==> src/rtl/core/hse_pkg.sv <==
// ----------------------------------------------------------------------------
// hse_pkg
// Shared types and constants of the Huffman symbol encoder.
// ----------------------------------------------------------------------------
package hse_pkg;

  localparam int SymbolCountDef = 256;
  localparam int MaxCodeBitsDef = 16;
  localparam int FieldCodeBits  = 16;
  localparam int LenW           = 5;
  localparam int ByteBits       = 8;
  localparam int QueueDepth     = 4;

  localparam logic [1:0] OP_LOAD   = 2'd0;
  localparam logic [1:0] OP_ENCODE = 2'd1;
  localparam logic [1:0] OP_FLUSH  = 2'd2;

  typedef struct packed {
    logic [1:0]  opcode;
    logic [7:0]  symbol;
    logic [15:0] code_bits;
    logic [4:0]  code_len;
  } in_item_t;

  typedef struct packed {
    logic [7:0] byte_out;
    logic       last;
  } out_item_t;

  // command handed from the lookup stage to the packer
  typedef struct packed {
    logic valid;
    logic flush;
  } pack_cmd_t;

  // bytes produced by the packer in one cycle
  typedef struct packed {
    logic [1:0] count;
    out_item_t  first;
    out_item_t  second;
  } pack_res_t;

endpackage

==> src/rtl/core/hse_out_queue.sv <==
// ----------------------------------------------------------------------------
// hse_out_queue
// Small result queue: takes up to two bytes a cycle, hands out one while not stalled.
// ----------------------------------------------------------------------------
module hse_out_queue (
  input  logic                 clk,
  input  logic                 rst_n,
  input  hse_pkg::pack_res_t   res,
  output logic                 room,
  output logic                 out_valid,
  input  logic                 out_stall,
  output hse_pkg::out_item_t   out_data
);
  import hse_pkg::*;

  localparam int PtrW = $clog2(QueueDepth);
  localparam int CntW = $clog2(QueueDepth + 1);

  out_item_t         ent_r [QueueDepth];
  logic [PtrW-1:0]   wp_r, wp_nxt, rp_r, rp_nxt;
  logic [CntW-1:0]   cnt_r, cnt_nxt;
  logic              pop;

  assign pop       = out_valid && !out_stall;
  assign out_valid = (cnt_r != '0);
  assign out_data  = ent_r[rp_r];
  assign room      = (cnt_r <= CntW'(QueueDepth - 2));

  always_comb begin
    wp_nxt  = wp_r + PtrW'(res.count);
    rp_nxt  = rp_r + PtrW'(pop);
    cnt_nxt = cnt_r + CntW'(res.count) - CntW'(pop);
  end

  always_ff @(posedge clk) begin
    if (res.count != 2'd0) begin
      ent_r[wp_r] <= res.first;
    end
    if (res.count == 2'd2) begin
      ent_r[wp_r + PtrW'(1)] <= res.second;
    end
  end

  always_ff @(posedge clk) begin
    if (!rst_n) begin
      wp_r  <= '0;
      rp_r  <= '0;
      cnt_r <= '0;
    end else begin
      wp_r  <= wp_nxt;
      rp_r  <= rp_nxt;
      cnt_r <= cnt_nxt;
    end
  end

`ifndef SYNTH
  a_no_overflow: assert property (@(posedge clk) disable iff (!rst_n)
    cnt_r <= CntW'(QueueDepth))
    else $error("result queue overflow");

  a_push_needs_room: assert property (@(posedge clk) disable iff (!rst_n)
    (res.count != 2'd0) |-> room)
    else $error("bytes pushed without room");
`endif

endmodule

==> config.mk <==
export PLATFORM = sky130hd
export DESIGN_NAME = hse_out_queue
export DESIGN_NICKNAME = d
export VERILOG_FILES = /design/src/rtl/core/hse_pkg.sv /design/src/rtl/core/hse_out_queue.sv
export SDC_FILE = /design/constraint.sdc
export NUM_CORES = 1
export LEC_CHECK = 0
export BUFFER_PORTS_ARGS = -buffer_cell sky130_fd_sc_hd__buf_2
export CAP_MARGIN = 0
export CELL_PAD_IN_SITES_DETAIL_PLACEMENT = 1
export CELL_PAD_IN_SITES_GLOBAL_PLACEMENT = 1
export CORE_MARGIN = 5
export CORE_UTILIZATION = 45
export CTS_BUF_LIST = sky130_fd_sc_hd__clkbuf_16
export CTS_CLUSTER_SIZE = 10
export DETAILED_ROUTE_END_ITERATION = 10
export PLACE_DENSITY = 0.74
export SETUP_SLACK_MARGIN = 0.1
export SLEW_MARGIN = 30
export SYNTH_ARGS = -nofsm -noshare
export SYNTH_HDL_FRONTEND = slang
export SYNTH_SLANG_ARGS = --single-unit
==> constraint.sdc <==
create_clock -name clk -period 2.7 [get_ports clk]
set_input_delay 0.27 -clock clk [delete_from_list [all_inputs] [get_ports clk]]
set_output_delay 0.27 -clock clk [all_outputs]
set_load 0.01 [all_outputs]
==> impl_summary.txt <==
----------------------------------------------------
[Placement]
  HPWL after detailed placement ... between 3 and 4 mm
  Placement-stage cell area ... ~0.0024 mm^2
  Number of buffers inserted by port buffering ... 33
  Placer congestion estimate ... 0.696

[Floorplan]
  Placeable core region ... 0.00469 mm^2
  Die width ... 79.4 um
  FP Rows ... 25
  Ports ... 34
  Chip height ... a little under 80 um
  Die area ... 0.00631 mm^2
  Initial Util ... 0.462

[STA]
  Total Neg Setup Slack ... 0 ns
  Final-report max-slew violation count ... 0
  Setup violations, final ... 0
  Slew headroom ... 0.450
  Achievable clock frequency ... 451 MHz
  Worst-Margin Slew ... 0.819 ns
  Post-route minimum period ... ~2.2 ns
  Fraction of the cycle the final worst path needs ... 0.821
  Worst setup skew after layout ... 0.00474 ns
  RSZ-0062 raised after global routing ... false
  Hold violation count in the final report ... 0

[Detailed routing]
  Detailed-route DRC error count ... 0
  Initial DRC count ... 85
  Routed wire per std cell ... 20.6 um
  DR pass1 iterations ... 4
  Total vias in the final route ... 1257
  Avg Vias per Cell ... 5.54
  Routed WL ... around 4.7 mm
  Remaining antenna violation count after routing ... 0

[Synthesis]
  Average instance area after synthesis ... 16.1 um^2
  Number of different library cells in the post-synthesis netlist ... 28
  Dominant register cell in the synthesized netlist ... sky130_fd_sc_hd__edfxtp_1
  Number of warning messages in the yosys log ... 0
  Post-synthesis cell count ... 135
  Net count after synthesis ... 162
  Share of the yosys chip area belonging to registers ... 0.563
  Post-synthesis register bit count ... 43
  Share of synthesized registers carrying an async set or reset ... 0
  Summed instance area of the synthesized netlist ... between 0.002 and 0.0025 mm^2
  Number of flops mapped to enable cells by yosys ... 36

[Worst setup path]
  Critical path endpoint category ... flop
  Required time worst endpoint ... 2.87 ns
  Kind of start point of the critical path ... flop
  Data arrival time at the worst-slack endpoint ... 2.39 ns
  Worst-path fanout max ... 6
  Setup Crit Path Kind ... reg -> reg

[Final layout]
  Cell area after layout ... 0.00253 mm^2
  NumNets Final ... between 150 and 200
  Post-synthesis to final-layout area growth ... 16.6%
  Proportion of layout cells with a drive suffix above 1 ... 0.532
  Diode count ... 0

[Power and ir drop]
  Power per standard cell area ... 755 mW/mm^2
  Static leakage ... between 0.9 and 1 nW
  Worst supply voltage drop on vdd ... 0.264 mV

[Clocking]
  Root Driver ... sky130_fd_sc_hd__clkbuf_16
  # Post-CTS Setup Buffers ... 0
  Clock slew seen by the registers of the worst setup and hold paths ... 0.06 ns
  CTS tree ... built
  CTS Buffer Depth ... 2
  Clock sink total ... 43
  Maximum level of the CTS H-tree ... 2
  Hold_buf cts ... 0
  Clock buffers created by TritonCTS ... 5
  Clock insertion delay at the later pin of the skew report ... 0.28 ns
  Post_cts resized ... 0

[Min path]
  Worst min-delay path class ... in -> reg

[Global routing]
  All-layer global routing usage ... 0.165
  Pin count of the biggest net entering global routing ... 15
  Global-route wire length before repair ... 7.58 mm
  Antenna violations before repair ... 0
  Global-route congestion overflow total ... 0
  Number of global-route vias before repair ... 1430

[Run]
  Number of max-capacitance violations reported ... 0

[Status]
  Result of the run ... completed

----------------------------------------------------
[cell usage in the layout, fill, tap and decap left out, drive strengths merged, types with 2 or more instances in the layout]
cell type  synthesis  layout
mux2              36      36
edfxtp            36      36
buf                5      36
mux4               9       9
dfxtp              7       7
and2               5       5
clkbuf             1       5
inv                4       4
xnor2              4       4
or3                3       3
nor2               3       3
ha                 3       3
nor2b              2       2
nand2              2       2
a21oi              2       2
o21ai              2       2
a21boi             2       2
clkinvlp           0       2
and3b              2       2
[layout make-up]
type	count	area (um^2)
tap	54	67.6
clock buffer	5	125
inverter	4	15.0
clock inverter	3	20.0
multi-input combinational	82	893
fill	471	2160
sequential	43	1220
timing repair buffer	36	188
[state kept, by name (all words and copies together), names as in the netlist]
register,cells
ent_r,36
cnt_r,3
wp_r,2
rp_r,2
[routing by layer]
metal  track usage  up-vias  share of wire
met5             0        -              0
met4        0.0361        0         0.0049
met3        0.0451        4          0.043
met2         0.304       28           0.55
met1         0.191      627           0.40
li1              -      598              -
[path summary, 6_finish.rpt]
kind | startpoint | end | slack [ns] | cells after the start
setup / recovery | cnt_r[0]$_SDFF_PN0_ | cnt_r[2]$_SDFF_PN0_ | 0.48 | 8
hold / removal | rst_n | cnt_r[0]$_SDFF_PN0_ | 0.29 | 2
setup reg to reg | cnt_r[0]$_SDFF_PN0_ | cnt_r[2]$_SDFF_PN0_ | 0.48 | 8
hold reg to reg | cnt_r[2]$_SDFF_PN0_ | cnt_r[2]$_SDFF_PN0_ | 0.64 | 2
[worst max-delay path, cell delays in order, from the launching register on]
cell and delay (ns):
sky130_fd_sc_hd__dfxtp_1 0.33, sky130_fd_sc_hd__nor3_1 0.42, sky130_fd_sc_hd__or3_1 0.21, sky130_fd_sc_hd__nand2_1 0.07, sky130_fd_sc_hd__ha_1 0.20, sky130_fd_sc_hd__fa_1 0.44
sky130_fd_sc_hd__xnor2_1 0.20, sky130_fd_sc_hd__xnor2_1 0.09, sky130_fd_sc_hd__and2_1 0.15
[cell families after synthesis]
logic type / Yosys count / share of synthesized area
mux: 45 / 0.280
flops: 43 / 0.563
simple gates: 21 / 0.0657
buf+inv: 10 / 0.0254
compound gates: 8 / 0.0231
xor+xnor: 4 / 0.0161
fa+ha+maj: 4 / 0.0265
[where the power goes]
group	leakage (nW)	total [mW]	switching, mW	internal (mW)
sequential	0.395	0.884	0.0706	0.814
clock	0.0658	0.579	0.239	0.340
combinational	0.457	0.447	0.213	0.233
total	0.918	1.91	0.523	1.39
[through the flow]
stage	power [mW]	worst slack (ns)	std cells	hold slack [ns]	util
floorplan	1.18	0.696	135	0.392	-
global placement	1.32	0.622	219	0.554	0.508
detailed placement	1.35	0.457	219	0.570	0.508
CTS	1.94	0.446	227	0.277	0.539
global route	2.02	0.258	227	0.291	0.539
finish	1.91	0.484	227	0.285	0.539
[synth_stat cells (3+ instances only)]
cell type	count	area share
sky130_fd_sc_hd__edfxtp_1	36	0.50
sky130_fd_sc_hd__inv_1	4	0.0069
sky130_fd_sc_hd__xnor2_1	4	0.016
sky130_fd_sc_hd__and2_1	5	0.014
sky130_fd_sc_hd__mux2_2	36	0.19
sky130_fd_sc_hd__nor2_1	3	0.0052
sky130_fd_sc_hd__dfxtp_1	7	0.065
sky130_fd_sc_hd__ha_1	3	0.017
sky130_fd_sc_hd__mux4_2	9	0.093
sky130_fd_sc_hd__or3_1	3	0.0087
Note: power is estimated with default switching activity, not from simulation.
