--- config.mk ---
export PLATFORM = sky130hd
export DESIGN_NAME = hse_packer
export DESIGN_NICKNAME = d
export VERILOG_FILES = /design/src/rtl/core/hse_pkg.sv /design/src/rtl/core/hse_packer.sv
export SDC_FILE = /design/constraint.sdc
export NUM_CORES = 1
export LEC_CHECK = 0
export BUFFER_PORTS_ARGS = -buffer_cell sky130_fd_sc_hd__buf_2
export CAP_MARGIN = 10
export CELL_PAD_IN_SITES_DETAIL_PLACEMENT = 2
export CELL_PAD_IN_SITES_GLOBAL_PLACEMENT = 2
export CORE_AREA = 10 10 137 76
export CTS_CLUSTER_DIAMETER = 200
export DETAILED_ROUTE_END_ITERATION = 7
export DIE_AREA = 0 0 147 86
export GPL_TIMING_DRIVEN = 1
export PLACE_DENSITY = 0.86
export SYNTH_ARGS = -nofsm -noshare
export SYNTH_HDL_FRONTEND = slang
export SYNTH_SLANG_ARGS = --single-unit
--- constraint.sdc ---
create_clock -name clk -period 5.4 [get_ports clk]
set_input_delay 0.81 -clock clk [delete_from_list [all_inputs] [get_ports clk]]
set_output_delay 0.81 -clock clk [all_outputs]
set_load 0.02 [all_outputs]
--- src/rtl/core/hse_pkg.sv ---
// ----------------------------------------------------------------------------
// hse_pkg
// Shared types and constants of the Huffman symbol encoder.
// ----------------------------------------------------------------------------
package hse_pkg;

  localparam int SymbolCountDef = 256;
  localparam int MaxCodeBitsDef = 16;
  localparam int FieldCodeBits  = 16;
  localparam int LenW           = 5;
  localparam int ByteBits       = 8;
  localparam int QueueDepth     = 4;

  localparam logic [1:0] OP_LOAD   = 2'd0;
  localparam logic [1:0] OP_ENCODE = 2'd1;
  localparam logic [1:0] OP_FLUSH  = 2'd2;

  typedef struct packed {
    logic [1:0]  opcode;
    logic [7:0]  symbol;
    logic [15:0] code_bits;
    logic [4:0]  code_len;
  } in_item_t;

  typedef struct packed {
    logic [7:0] byte_out;
    logic       last;
  } out_item_t;

  // command handed from the lookup stage to the packer
  typedef struct packed {
    logic valid;
    logic flush;
  } pack_cmd_t;

  // bytes produced by the packer in one cycle
  typedef struct packed {
    logic [1:0] count;
    out_item_t  first;
    out_item_t  second;
  } pack_res_t;

endpackage

--- src/rtl/core/hse_packer.sv ---
// ----------------------------------------------------------------------------
// hse_packer
// Bit accumulator: appends a code word to the pending bits and splits off
// the completed bytes, or flushes the partial byte.
// ----------------------------------------------------------------------------
module hse_packer #(
  parameter int CodeW = 16
) (
  input  logic                      clk,
  input  logic                      rst_n,
  input  hse_pkg::pack_cmd_t        cmd,
  input  logic [CodeW-1:0]          code,
  input  logic [hse_pkg::LenW-1:0]  len,
  output hse_pkg::pack_res_t        res
);
  import hse_pkg::*;

  // pending bits kept left-aligned, unused low bits zero
  logic [6:0]  pend_r, pend_nxt;
  logic [2:0]  cnt_r, cnt_nxt;
  logic [15:0] code16;
  logic [15:0] code_left;
  logic [23:0] code_ext;
  logic [23:0] win;
  logic [4:0]  total;
  logic [7:0]  rem;

  always_comb begin
    code16    = FieldCodeBits'(code);
    code_left = code16 << (LenW'(FieldCodeBits) - len);
    code_ext  = {code_left, 8'b0} >> cnt_r;
    win       = {pend_r, 17'b0} | code_ext;
    total     = {2'b0, cnt_r} + len;

    if (total[4]) begin
      rem = win[7:0];
    end else if (total[3]) begin
      rem = win[15:8];
    end else begin
      rem = win[23:16];
    end

    res            = '0;
    pend_nxt       = pend_r;
    cnt_nxt        = cnt_r;
    if (cmd.valid) begin
      if (cmd.flush) begin
        res.count          = (cnt_r != 3'd0) ? 2'd1 : 2'd0;
        res.first.byte_out = {pend_r, 1'b0};
        res.first.last     = 1'b1;
        pend_nxt           = '0;
        cnt_nxt            = '0;
      end else begin
        res.count           = total[4] ? 2'd2 : (total[3] ? 2'd1 : 2'd0);
        res.first.byte_out  = win[23:16];
        res.first.last      = ~total[4];
        res.second.byte_out = win[15:8];
        res.second.last     = 1'b1;
        pend_nxt            = rem[7:1];
        cnt_nxt             = total[2:0];
      end
    end
  end

  always_ff @(posedge clk) begin
    if (!rst_n) begin
      pend_r <= '0;
      cnt_r  <= '0;
    end else begin
      pend_r <= pend_nxt;
      cnt_r  <= cnt_nxt;
    end
  end

`ifndef SYNTH
  a_empty_clean: assert property (@(posedge clk) disable iff (!rst_n)
    (cnt_r == 3'd0) |-> (pend_r == 7'd0))
    else $error("pending bits set with empty accumulator");

  a_flush_empties: assert property (@(posedge clk) disable iff (!rst_n)
    (cmd.valid && cmd.flush) |=> (cnt_r == 3'd0))
    else $error("accumulator not empty after flush");
`endif

endmodule

==> out/summary.txt, run 1 <==
==========================================================================================
R2r endpoint                                                                  pend_r[2]$_SDFFE_PN0P_
Static power due to leakage                                                        1.19 nW
Unrepaired setup endpoints after global routing                                      false
Std-Cell Core Area                                                               7910 um^2
CTS tree                                                                             built
Initial drt markers                                                                    247
Part of the power in registers                                                       15.2%
Post-CTS repair timing setup buffer count                                                0
Worst reg-to-reg setup slack                                                       1.93 ns
Die X                                                                               147 um
Yosys warnings                                                                           0
Share of layout cells above drive strength 1                                         25.7%
Final worst clock skew                                                          0.00122 ns
Proportion of synthesized flip-flops having asynchronous set or reset                   0%
Worst min-delay path class                                                      reg -> reg
Worst r2r path cells                                                                    11
VDD IR max                                                                         82.6 uV
Global-route wire length before repair                                             18.9 mm
Clock group share of total power                                                     25.5%
Cell area after placement                                                        2890 um^2
Post-layout net count                                                                  405
Slew at the pin with the worst max-slew slack                                     0.839 ns
Final core occ                                                                       37.4%
Pins Over Slew Limit                                                                     0
Number of enable flip-flop cells after synthesis                                         0
First-pass detailed-route iteration total                                                5
IO buf count                                                                            44
Initial antenna violation count                                                          0
FP Rows                                                                                 23
Number of antenna repair diodes                                                          0
Sum of buffers and inverters on the critical path                                        3
Area share of the largest cell type after synthesis                                  9.49%
Combined area of all synthesized cells                                           2610 um^2
Sum of overflow across all layers after global routing                                   0
Mean Syn Cell Area                                                               7.59 um^2
Vias in the first global route                                                        3221
DR vias/cell                                                                          6.30
Pint                                                                              0.291 mW
Vias after detailed routing                                                           3054
Worst hold path endpoint                                                      pend_r[0]$_SDFFE_PN0P_
Achievable Freq                                                                  0.202 GHz
Post-route clock period utilization                                                  91.7%
Total of flip-flops plus latches after synthesis                                        10
Non-filler instance count after layout                                                 485
Post-Place Setup Slack                                                            0.419 ns
Final cell area excluding filler cells                                           2960 um^2
Number of cells on the worst hold path                                                   2
Prevailing post-synth register cell                                                dfxtp_1
Gate count after technology mapping                                                    344
Synth area leader                                                                   mux4_2
Wire length reported by the detailed router                                        11.8 mm
Clock latency reported for the late side of the worst-skew pair                    0.24 ns
Worst path setup slack after routing                                              0.448 ns
Category of cells accounting for the largest share of critical-path delay     multiplexers
Worst path arrival time                                                            4.14 ns
Cell chain of the critical path                                               buf_2 -> inv_1 -> ha_1 -> mux2_2 -> mux4_1 -> nand2_1 -> nand2_1 -> o21ai_0 -> mux2i_1 -> o21ai_0 -> nor2_1 -> buf_2
Max stage delay on crit path                                                       0.73 ns
Clock net sink count                                                                    10
Number of buffers inserted during clock tree synthesis                                   3
Fin Setup TNS                                                                         0 ns
Setup violators final                                                                    0
Number of primary I/O pins                                                              45
Most frequent cells in the layout                                             buf_2 (44), nor2_1 (42), nand2_1 (34), a21oi_1 (19), mux2i_1 (14)
Critical path required time                                                        4.59 ns
Worst hold path startpoint                                                    pend_r[0]$_SDFFE_PN0P_
Worst hold-check slack                                                            0.450 ns
DRC violations left                                                                      0
Proportion of power drawn by combinational gates                                     59.3%
Antenna Violating Nets Remaining                                                         0
Gp weighted congestion                                                               0.904
Starting density of the core                                                         33.0%
Clock Root Buffer                                                                clkbuf_16
Result of the run                                                             complete, no violations
Layout area overhead                                                                 13.5%
Switching power summed over all nets                                              0.232 mW
Number of different library cells in the post-synthesis netlist                         70
Placed Cells incl. Taps                                                                482
Maximum buffer depth of the clock tree                                                   2
Kind of end point of the critical path                                         output port
Highest fanout seen on the critical path                                                17
Post-CTS sizing                                                                          0
Net switching share of the total power                                               44.4%
GRT Util Overall                                                                     18.0%
Sequential fraction of the synthesis area                                            7.67%
Most common cell after layout, fill and taps aside                                   buf_2
Slowest cell on crit path                                                             ha_1
Total power consumption of the routed design                                      0.523 mW
H-tree depth                                                                             1
Die outline area                                                                12600 um^2
Crit start category                                                             input port
Time the worst path needs with I/O delays and setup                                4.95 ns
Maximum number of pins on one net before global-route repair                            30
Clock edge transition at the registers on the reported setup and hold paths        0.04 ns
Max Cap Violations                                                                       0
Number of nets in the synthesized netlist                                              374
Number of failing hold endpoints at the final stage                                      0
Number of buffers inserted for hold repair after clock tree synthesis                    0
Wire per inst                                                                      24.4 um
Total power per unit cell area                                                 177 nW/um^2
Sum of net half-perimeters after detailed placement                                9.33 mm
Top cells by area, synth                                                      mux4_2 (9.5%), dfxtp_1 (7.7%), nor2_1 (6.0%), mux2_2 (5.6%), mux2i_1 (5.4%)
Category of the critical setup timing path                                       in -> out
Start of the worst register-to-register path                                  cnt_r[1]$_SDFFE_PN0P_
Vertical die dimension                                                               86 um
Slew margin rel.                                                                     43.2%
==========================================================================================
==> metal layers <==
layer	GRT usage (%)	routed length (um)	up-vias
met5	0	0	-
met4	6.35	237	0
met3	3.25	746	22
met2	30.1	5450	117
met1	22.8	5370	1538
li1	-	-	1377
==> cell usage after synthesis, types with 5 or more instances <==
master	number
nand3_1	11
o211ai_1	5
mux2_2	13
nor4_1	5
buf_2	5
o21ai_0	13
o31ai_1	7
clkbuf_1	15
dfxtp_1	10
mux2i_1	14
inv_1	11
nor3_1	11
mux4_2	11
a31oi_1	10
nor2_1	42
a21oi_1	19
and2_1	6
mux2_4	5
nand2_1	34
==> flip-flops by register name (all words and copies together) (netlist names) <==
name / cells
pend_r: 7
cnt_r: 3
==> cells by family after synthesis <==
logic type | Yosys count | share of synthesized area [%]
and+or+nand+nor | 129 | 23.2
AOI/OAI and AO/OA | 105 | 29.5
muxes | 46 | 26.2
buffers and inverters | 41 | 7.77
DFF | 10 | 7.67
xor gates and xnor gates | 8 | 2.97
adders and majority gates | 5 | 2.68
==> final cells by class <==
cell class	instances	area [um^2]
Multi-Input combinational cell	293	2210
Tap cell	112	140
Clock buffer	3	75.1
Sequential cell	10	200
Inverter	14	52.6
Fill cell	944	4950
Timing Repair Buffer	53	288
==> worst register-to-register path: cells and delay by family, from the launching register on <==
family | cells | cell delay [ns]
xor+xnor | 1 | 0.59
buf+inv | 2 | 0.69
fa+ha+maj | 1 | 0.55
simple gates | 2 | 0.41
flops | 1 | 0.30
compound gates | 5 | 0.79
==> worst max path at each step <==
stage | from | endpoint | slack [ns] | cells past startpoint
2_1_floorplan | len[0] | res[13] | 1.02 | 13
4_1_cts | len[1] | res[13] | 0.41 | 13
3_5_place_dp | len[1] | res[13] | 0.42 | 13
3_3_place_gp | len[1] | res[13] | 0.62 | 13
5_1_grt | len[1] | res[6] | 0.16 | 13
6_report | len[1] | res[6] | 0.45 | 12
==> power groups by stage <==
stage	clock (mW)	combinational (mW)	sequential, mW
3_3_place_gp	0	0.286	0.0802
2_1_floorplan	0	0.217	0.0805
6_report	0.133	0.311	0.0793
4_1_cts	0.133	0.308	0.0793
5_1_grt	0.137	0.336	0.0797
3_5_place_dp	0	0.306	0.0805
Note: power is estimated with default switching activity, not from simulation.
==> run 2, diff against run 1 <==
ABC_AREA = 1   (was default)
CORE_AREA = 10 10 139 77   (was 10 10 137 76)
CTS_BUF_LIST = sky130_fd_sc_hd__clkbuf_16   (was default)
DIE_AREA = 0 0 149 87   (was 0 0 147 86)
PLACE_DENSITY = 0.85   (was 0.86)
==> run 2 against run 1 <==
Sequential power up 5.4%. Combinational power down 18%. Global-route usage shrank 1.3 points. Maximum frequency grew 10%. First-iteration DRC count fell by 45%. Highest routed layer unchanged. Cell area fell by 14%. Clock skew grew 0.0019 ns. Non-clock buffer count down 2. Area after synthesis fell by 16%. Sequential share of layout area is 1.1 points higher. Count of clock-buffer cells in the layout is the same. Largest power group unchanged.
==> out/summary.txt, run 2 <==
=================================================================================================================
Die outline area                                                                                       13000 um^2   +2.5%
Prevailing post-synth register cell                                                                       dfxtp_1
Achievable Freq                                                                                         0.223 GHz   +10%
Top cells by area, synth                                                                             nand2_1 (28%), nand3_1 (25%), dfxtp_1 (9.1%), a21oi_1 (4.3%), inv_1 (3.9%)
Worst path arrival time                                                                                   3.67 ns   -0.47 ns
Largest register by flop count                                                                             pend_r
Filler Cells Inserted                                                                                        1129   +20%
Starting density of the core                                                                                26.1%   -6.9 points
Wire length reported by the detailed router                                                               10.7 mm   -9.7%
Wire per inst                                                                                             18.5 um   -24%
Slew at the pin with the worst max-slew slack                                                            0.825 ns   -0.0143 ns
Max Cap Violations                                                                                              0   unchanged
Arithmetic-cell share of the synthesized area counting full adders, half adders and majority gates          3.20%   +0.51 points
Initial drt markers                                                                                           137   -45%
Mux contribution to synthesized area                                                                           0%   -26 points
Largest registers                                                                                    pend_r x7, cnt_r x3
Final worst clock skew                                                                                 0.00308 ns   +0.00186 ns
Number of buffers inserted during clock tree synthesis                                                          3   unchanged
Proportion of synthesized flip-flops having asynchronous set or reset                                          0%   unchanged
Max stage delay on crit path                                                                              0.35 ns   -0.38 ns
Number of failing hold endpoints at the final stage                                                             0   unchanged
Clock edge transition at the registers on the reported setup and hold paths                               0.04 ns   about the same
Number of different library cells in the post-synthesis netlist                                                38   -46%
Area share of the largest cell type after synthesis                                                         27.7%   +18 points
Complex-gate fraction of the synthesized area                                                               12.7%   -17 points
Mean Syn Cell Area                                                                                      5.16 um^2   -32%
Time the worst path needs with I/O delays and setup                                                       4.48 ns   -0.468 ns
Part of the power in registers                                                                              17.4%   +2.2 points
Global-route wire length before repair                                                                    17.7 mm   -6.5%
Gp weighted congestion                                                                                      0.949   +5.0%
VDD IR max                                                                                                74.8 uV   -9.5%
Result of the run                                                                                    complete, no violations
Gate count after technology mapping                                                                           425   +24%
Sequential fraction of the synthesis area                                                                   9.13%   +1.5 points
Crit start category                                                                                    input port
Clock group share of total power                                                                            29.2%   +3.7 points
Critical path's most frequent cell                                                                        nand2_1
Clock net sink count                                                                                           10   unchanged
Initial antenna violation count                                                                                 0   unchanged
Share of layout cells above drive strength 1                                                                14.8%   -11 points
Number of primary I/O pins                                                                                     45   unchanged
Number of antenna repair diodes                                                                                 0   unchanged
Total power per unit cell area                                                                        188 nW/um^2   +6.6%
Slew margin rel.                                                                                            44.9%   +1.7 points
Post-Synth Simple-Gate Area                                                                                 62.2%   +39 points
Category of the critical setup timing path                                                              in -> out
Yosys warnings                                                                                                  0   unchanged
Combinational family with the most area after synthesis                                              simple AND/OR/NAND/NOR gates
Category of cells accounting for the largest share of critical-path delay                            simple AND/OR/NAND/NOR gates
Pins Over Slew Limit                                                                                            0   unchanged
Sum of overflow across all layers after global routing                                                          0   unchanged
Clock Root Buffer                                                                                       clkbuf_16
Most common cell after layout, fill and taps aside                                                        nand2_1
H-tree depth                                                                                                    1   unchanged
Combined area of all synthesized cells                                                                  2190 um^2   -16%
Synth top cells by count                                                                             nand2_1 (162), nand3_1 (108), inv_1 (23), nor2_1 (23), a21oi_1 (19)
Layout area overhead                                                                                        16.2%
Flip-flop count of the largest register, all copies and words added                                             7   unchanged
First-pass detailed-route iteration total                                                                       4   -1
IO buf count                                                                                                   44   unchanged
Total of flip-flops plus latches after synthesis                                                               10   unchanged
Static power due to leakage                                                                               1.28 nW   +7.3%
Slowest cell on crit path                                                                                  nor2_1
Switching power summed over all nets                                                                     0.228 mW   -1.8%
Net switching share of the total power                                                                      47.6%   +3.2 points
Kind of end point of the critical path                                                                output port
Proportion of power drawn by combinational gates                                                            53.4%   -5.9 points
Number of buffers inserted for hold repair after clock tree synthesis                                           0   unchanged
Clock latency reported for the late side of the worst-skew pair                                           0.25 ns   about the same
Sum of net half-perimeters after detailed placement                                                       8.89 mm   -4.7%
Post-CTS sizing                                                                                                 0   unchanged
GRT Util Overall                                                                                            16.6%   -1.3 points
Setup violators final                                                                                           0   unchanged
Cell area after placement                                                                               2470 um^2   -14%
Number of nets in the synthesized netlist                                                                     455   +22%
Vias in the first global route                                                                               3393   +5.3%
Die X                                                                                                      149 um   +1.4%
CTS tree                                                                                                    built
Maximum buffer depth of the clock tree                                                                          2   unchanged
Synth area leader                                                                                         nand2_1
Parity-gate share of the synthesized area counting xor and xnor cells                                       1.14%   -1.8 points
DR vias/cell                                                                                                 5.42   -14%
Cell chain of the critical path                                                                      buf_2 -> inv_4 -> ha_1 -> inv_1 -> nand2_1 -> nand2_2 -> inv_1 -> nor2_1 -> nand2_1 -> nand3_1 -> nand3_1 -> nand2_1 -> nand2_1 -> nand2_1 -> a21oi_1 -> nor2_1 -> buf_2
Maximum number of pins on one net before global-route repair                                                   23   -23%
Post-layout net count                                                                                         491   +21%
Fin Setup TNS                                                                                                0 ns   unchanged
FP Rows                                                                                                        24   +4.3%
Final cell area excluding filler cells                                                                  2550 um^2   -14%
Antenna Violating Nets Remaining                                                                                0   unchanged
Vertical die dimension                                                                                      87 um   +1.2%
DRC violations left                                                                                             0   unchanged
Pint                                                                                                     0.251 mW   -14%
Critical path required time                                                                               4.59 ns   about the same
Post-CTS repair timing setup buffer count                                                                       0   unchanged
Sum of buffers and inverters on the critical path                                                               5   +2
Highest fanout seen on the critical path                                                                       20   +3
Unrepaired setup endpoints after global routing                                                             false
Vias after detailed routing                                                                                  3120   +2.2%
Worst min-delay path class                                                                             reg -> reg
Std-Cell Core Area                                                                                      8410 um^2   +6.2%
Post-route clock period utilization                                                                         83.0%   -8.7 points
Number of enable flip-flop cells after synthesis                                                                0   unchanged
Most frequent cells in the layout                                                                    nand2_1 (162), nand3_1 (108), buf_2 (44), inv_1 (23), nor2_1 (23)
Most frequent cell after synthesis                                                                        nand2_1
=================================================================================================================
## run 2: metrics by stage
stage / util [%] / hold slack (ns) / worst slack, ns / cells / power (mW)
floorplan: - / 0.445 / 1.59 / 425 / 0.260
global placement: 29.4 / 0.452 / 1.19 / 573 / 0.323
detailed placement: 29.4 / 0.461 / 0.965 / 573 / 0.337
CTS: 30.3 / 0.467 / 0.912 / 576 / 0.481
global route: 30.3 / 0.493 / 0.540 / 576 / 0.519
finish: 30.3 / 0.468 / 0.916 / 576 / 0.479
## run 2: worst reg2reg max path: stages, from the launching register on
cell and delay [ns]:
dfxtp_1 0.82, ha_1 0.33, inv_1 0.06, fa_1 0.37
or2_1 0.26, a21oi_1 0.22, xor2_2 0.15, buf_4 0.20
inv_1 0.11, nor2_1 0.10, inv_1 0.14, o211ai_1 0.13
nand2_1 0.09, a21oi_1 0.12
## run 2: layer usage
layer  part of all wire, %  vias up  wire length [um]  GRT usage, %
met5                     0        -                 0             0
met4                  0.83        0                89          2.21
met3                   5.3       13               565          3.06
met2                    42       83              4450          26.4
met1                    52     1537              5560          23.2
li1                      -     1487                 -             -
## run 2: power by group through the flow
| stage | Sequential (mW) | Clock [mW] | Combinational (mW) |
|---|---|---|---|
| finish | 0.0836 | 0.140 | 0.256 |
| global route | 0.0841 | 0.147 | 0.289 |
| CTS | 0.0835 | 0.142 | 0.255 |
| detailed placement | 0.0847 | 0 | 0.253 |
| global placement | 0.0842 | 0 | 0.239 |
| floorplan | 0.0805 | 0 | 0.179 |
## run 2: cell families after synthesis
group,count (synthesis)
AO/OA/AOI/OAI,49
flip-flops,10
buffers and inverters,50
adder cells (fa/ha/maj),5
XOR/XNOR,2
AND/OR/NAND/NOR,309
## run 2: worst paths after layout
check	slack, ns	startpoint	depth (start not counted)	end
max	0.92	len[0]	17	res[11]
min	0.47	pend_r[5]$_SDFFE_PN0P_	2	pend_r[5]$_SDFFE_PN0P_
max reg2reg	2.24	cnt_r[0]$_SDFFE_PN0P_	13	pend_r[5]$_SDFFE_PN0P_
min reg2reg	0.47	pend_r[5]$_SDFFE_PN0P_	2	pend_r[5]$_SDFFE_PN0P_
## run 2: layout make-up
class / count / area (um^2) / share of cell area [%]
clock buffers: 3 / 75.1 / 2.95
flip-flops and latches: 10 / 200 / 7.86
repair buffers: 51 / 273 / 10.7
well taps: 117 / 146 / 5.75
inverters: 30 / 115 / 4.52
multi-input cells: 365 / 1740 / 68.2
==> run 3, diff against run 2 <==
CORE_AREA = 10 10 147 81   (was 10 10 139 77)
DIE_AREA = 0 0 157 91   (was 0 0 149 87)
PLACE_DENSITY = 0.8   (was 0.85)
clock period = 4.04 ns   (was 5.4 ns; I/O delays follow)
==> run 3 against run 2 <==
Via count shrank 2.7%. Sequential power grew 27%. First-iteration DRC count grew 17%. Critical endpoint is now res[18]. Worst hold slack gained 0.0049 ns. Count of clock-buffer cells in the layout is the same. Routed wire length shrank 6.8%. Clock power grew 32%. Utilization shrank 2.4 points. Global-route usage shrank 3.0 points. Power grew 32%.
==> out/summary.txt, run 3 (synthesis gave the netlist of run 2 again) <==
==========================================================================================
Pins Over Slew Limit                                                                     0   unchanged
Proportion of power drawn by combinational gates                                     54.1%   +0.7 points
Sum of net half-perimeters after detailed placement                                8.12 mm   -8.7%
Static power due to leakage                                                        1.31 nW   +2.1%
VDD IR max                                                                          106 uV   +41%
Max Cap Violations                                                                       0   unchanged
Gp weighted congestion                                                               0.818   -14%
Final core occ                                                                       27.9%   -2.4 points
CTS tree                                                                             built
Largest register by flop count                                                      pend_r
Highest fanout seen on the critical path                                                16   -20%
Number of primary I/O pins                                                              45   unchanged
Category of cells accounting for the largest share of critical-path delay     buffers and inverters
Post-layout net count                                                                  496   +1.0%
Result of the run                                                             complete, no violations
Total power consumption of the routed design                                      0.635 mW   +32%
Die X                                                                               157 um   +5.4%
Critical path required time                                                        3.43 ns   -1.16 ns
Total power per unit cell area                                                 245 nW/um^2   +30%
Start of the worst register-to-register path                                  cnt_r[0]$_SDFFE_PN0P_
Number of buffers inserted for hold repair after clock tree synthesis                    0   unchanged
Vias after detailed routing                                                           3036   -2.7%
FP Rows                                                                                 25   +4.2%
Number of cells on the critical path                                                    12   -5
IO buf count                                                                            44   unchanged
Final worst clock skew                                                         0.000691 ns   -0.00239 ns
Post-route clock period utilization                                                  86.5%
Pint                                                                              0.342 mW   +36%
Vias in the first global route                                                        3317   -2.2%
Sum of overflow across all layers after global routing                                   0   unchanged
Time the worst path needs with I/O delays and setup                                3.49 ns
Maximum number of pins on one net before global-route repair                            22   -4.3%
Crit start category                                                             input port
Kind of end point of the critical path                                         output port
Die outline area                                                                14300 um^2   +10%
Std-Cell Core Area                                                               9290 um^2   +10%
Number of buffers inserted during clock tree synthesis                                   3   unchanged
Vertical die dimension                                                               91 um   +4.6%
H-tree depth                                                                             1   unchanged
Max stage delay on crit path                                                       0.37 ns   +0.02 ns
Wire length reported by the detailed router                                        9.94 mm   -6.8%
Clock latency reported for the late side of the worst-skew pair                    0.24 ns   about the same
Starting density of the core                                                         23.6%   -2.5 points
Clock net sink count                                                                    10   unchanged
Switching power summed over all nets                                              0.293 mW   +29%
Clock Root Buffer                                                                clkbuf_16
Flip-flop count of the largest register, all copies and words added                      7   unchanged
Worst hold-check slack                                                            0.473 ns   +0.00488 ns
Antenna Violating Nets Remaining                                                         0   unchanged
Wire per inst                                                                      17.0 um   -8.4%
Net switching share of the total power                                               46.2%   -1.4 points
Slew margin rel.                                                                     63.7%   +19 points
Achievable Freq                                                                  0.286 GHz
DR vias/cell                                                                          5.18   -4.4%
Layout area overhead                                                                 18.3%
Initial drt markers                                                                    160   +17%
Share of layout cells above drive strength 1                                         15.7%   +0.88 points
Post-CTS sizing                                                                          0   unchanged
Worst hold path startpoint                                                    pend_r[3]$_SDFFE_PN0P_
Slew at the pin with the worst max-slew slack                                     0.541 ns   -0.285 ns
Clock group share of total power                                                     29.2%   about the same
Number of antenna repair diodes                                                          0   unchanged
CP Launch Point                                                                     len[0]
Cell chain of the critical path                                               buf_2 -> buf_4 -> ha_1 -> inv_1 -> fa_1 -> or2_1 -> a21oi_1 -> xor2_2 -> buf_4 -> o21ai_0 -> a211oi_1 -> buf_2
Worst r2r path cells                                                                    13   unchanged
Cell area after placement                                                        2510 um^2   +1.7%
Unrepaired setup endpoints after global routing                                      false
Global-route wire length before repair                                             16.6 mm   -6.1%
Slowest cell on crit path                                                             fa_1
Number of cells on the worst hold path                                                   2   unchanged
Most common cell after layout, fill and taps aside                                 nand2_1
First-pass detailed-route iteration total                                                4   unchanged
Largest registers                                                             pend_r x7, cnt_r x3
Category of the critical setup timing path                                       in -> out
Clock edge transition at the registers on the reported setup and hold paths        0.04 ns   about the same
Post-CTS repair timing setup buffer count                                                0   unchanged
Worst min-delay path class                                                      reg -> reg
Final cell area excluding filler cells                                           2590 um^2   +1.8%
Number of failing hold endpoints at the final stage                                      0   unchanged
GRT Util Overall                                                                     13.7%   -3.0 points
Fin Setup TNS                                                                         0 ns   unchanged
Initial antenna violation count                                                          0   unchanged
DRC violations left                                                                      0   unchanged
Part of the power in registers                                                       16.7%   -0.7 points
Worst path arrival time                                                            2.89 ns   -0.78 ns
Setup violators final                                                                    0   unchanged
Most frequent cells in the layout                                             nand2_1 (162), nand3_1 (108), buf_2 (44), inv_1 (23), nor2_1 (23)
Sum of buffers and inverters on the critical path                                        5   unchanged
Maximum buffer depth of the clock tree                                                   2   unchanged
==========================================================================================
==> run 3: cell count changes in the layout (fill, tap and decap cells not counted) <==
cell	before	now
buf_4	7	12
clkinv_1	6	7
==> run 3: worst paths after layout <==
kind | to | slack, ns
max | res[18] | 0.55
min | pend_r[3]$_SDFFE_PN0P_ | 0.47
max reg2reg | pend_r[6]$_SDFFE_PN0P_ | 1.54
min reg2reg | pend_r[3]$_SDFFE_PN0P_ | 0.47
==> run 3: cell type report <==
cell class,instances,area [um^2]
Fill cell,1215,6700
Multi-Input combinational cell,365,1740
Timing Repair Buffer,56,310
Sequential cell,10,200
Tap cell,121,151
Inverter,30,115
Clock buffer,3,75.1
Clock inverter,1,3.75
==> run 3: power by group through the flow <==
| stage | clock (mW) | combinational [mW] | sequential, mW |
|---|---|---|---|
| 6_report | 0.185 | 0.343 | 0.106 |
| 5_1_grt | 0.196 | 0.390 | 0.106 |
| 4_1_cts | 0.186 | 0.346 | 0.106 |
| 3_5_place_dp | 0 | 0.340 | 0.108 |
| 3_3_place_gp | 0 | 0.330 | 0.108 |
| 2_1_floorplan | 0 | 0.240 | 0.108 |
==> run 3: metal layers <==
layer	GRT usage (%)	part of all wire [%]	vias up
met1	17.6	50	1495
met4	2.11	0.51	0
li1	-	-	1500
met5	0	0	-
met3	2.31	3.0	7
met2	23.7	46	34
==> run 3: worst reg2reg max path, stage by stage (launching register included) <==
cell and delay (ns):
dfxtp_1 0.35, ha_1 0.18, inv_1 0.06, fa_1 0.37, or2_1 0.25, a21oi_1 0.22, xor2_2 0.17, buf_4 0.19
inv_1 0.10, nor2_1 0.10, inv_1 0.11, a21oi_1 0.13, nand2_1 0.07, a21oi_1 0.13
==> run 3: per-stage QoR <==
stage / setup WS [ns] / std cells
after floorplan: 0.643 / 425
after global placement: 0.615 / 582
after detailed placement: 0.537 / 582
after CTS: 0.518 / 586
after global routing: 0.270 / 586
final: 0.546 / 586
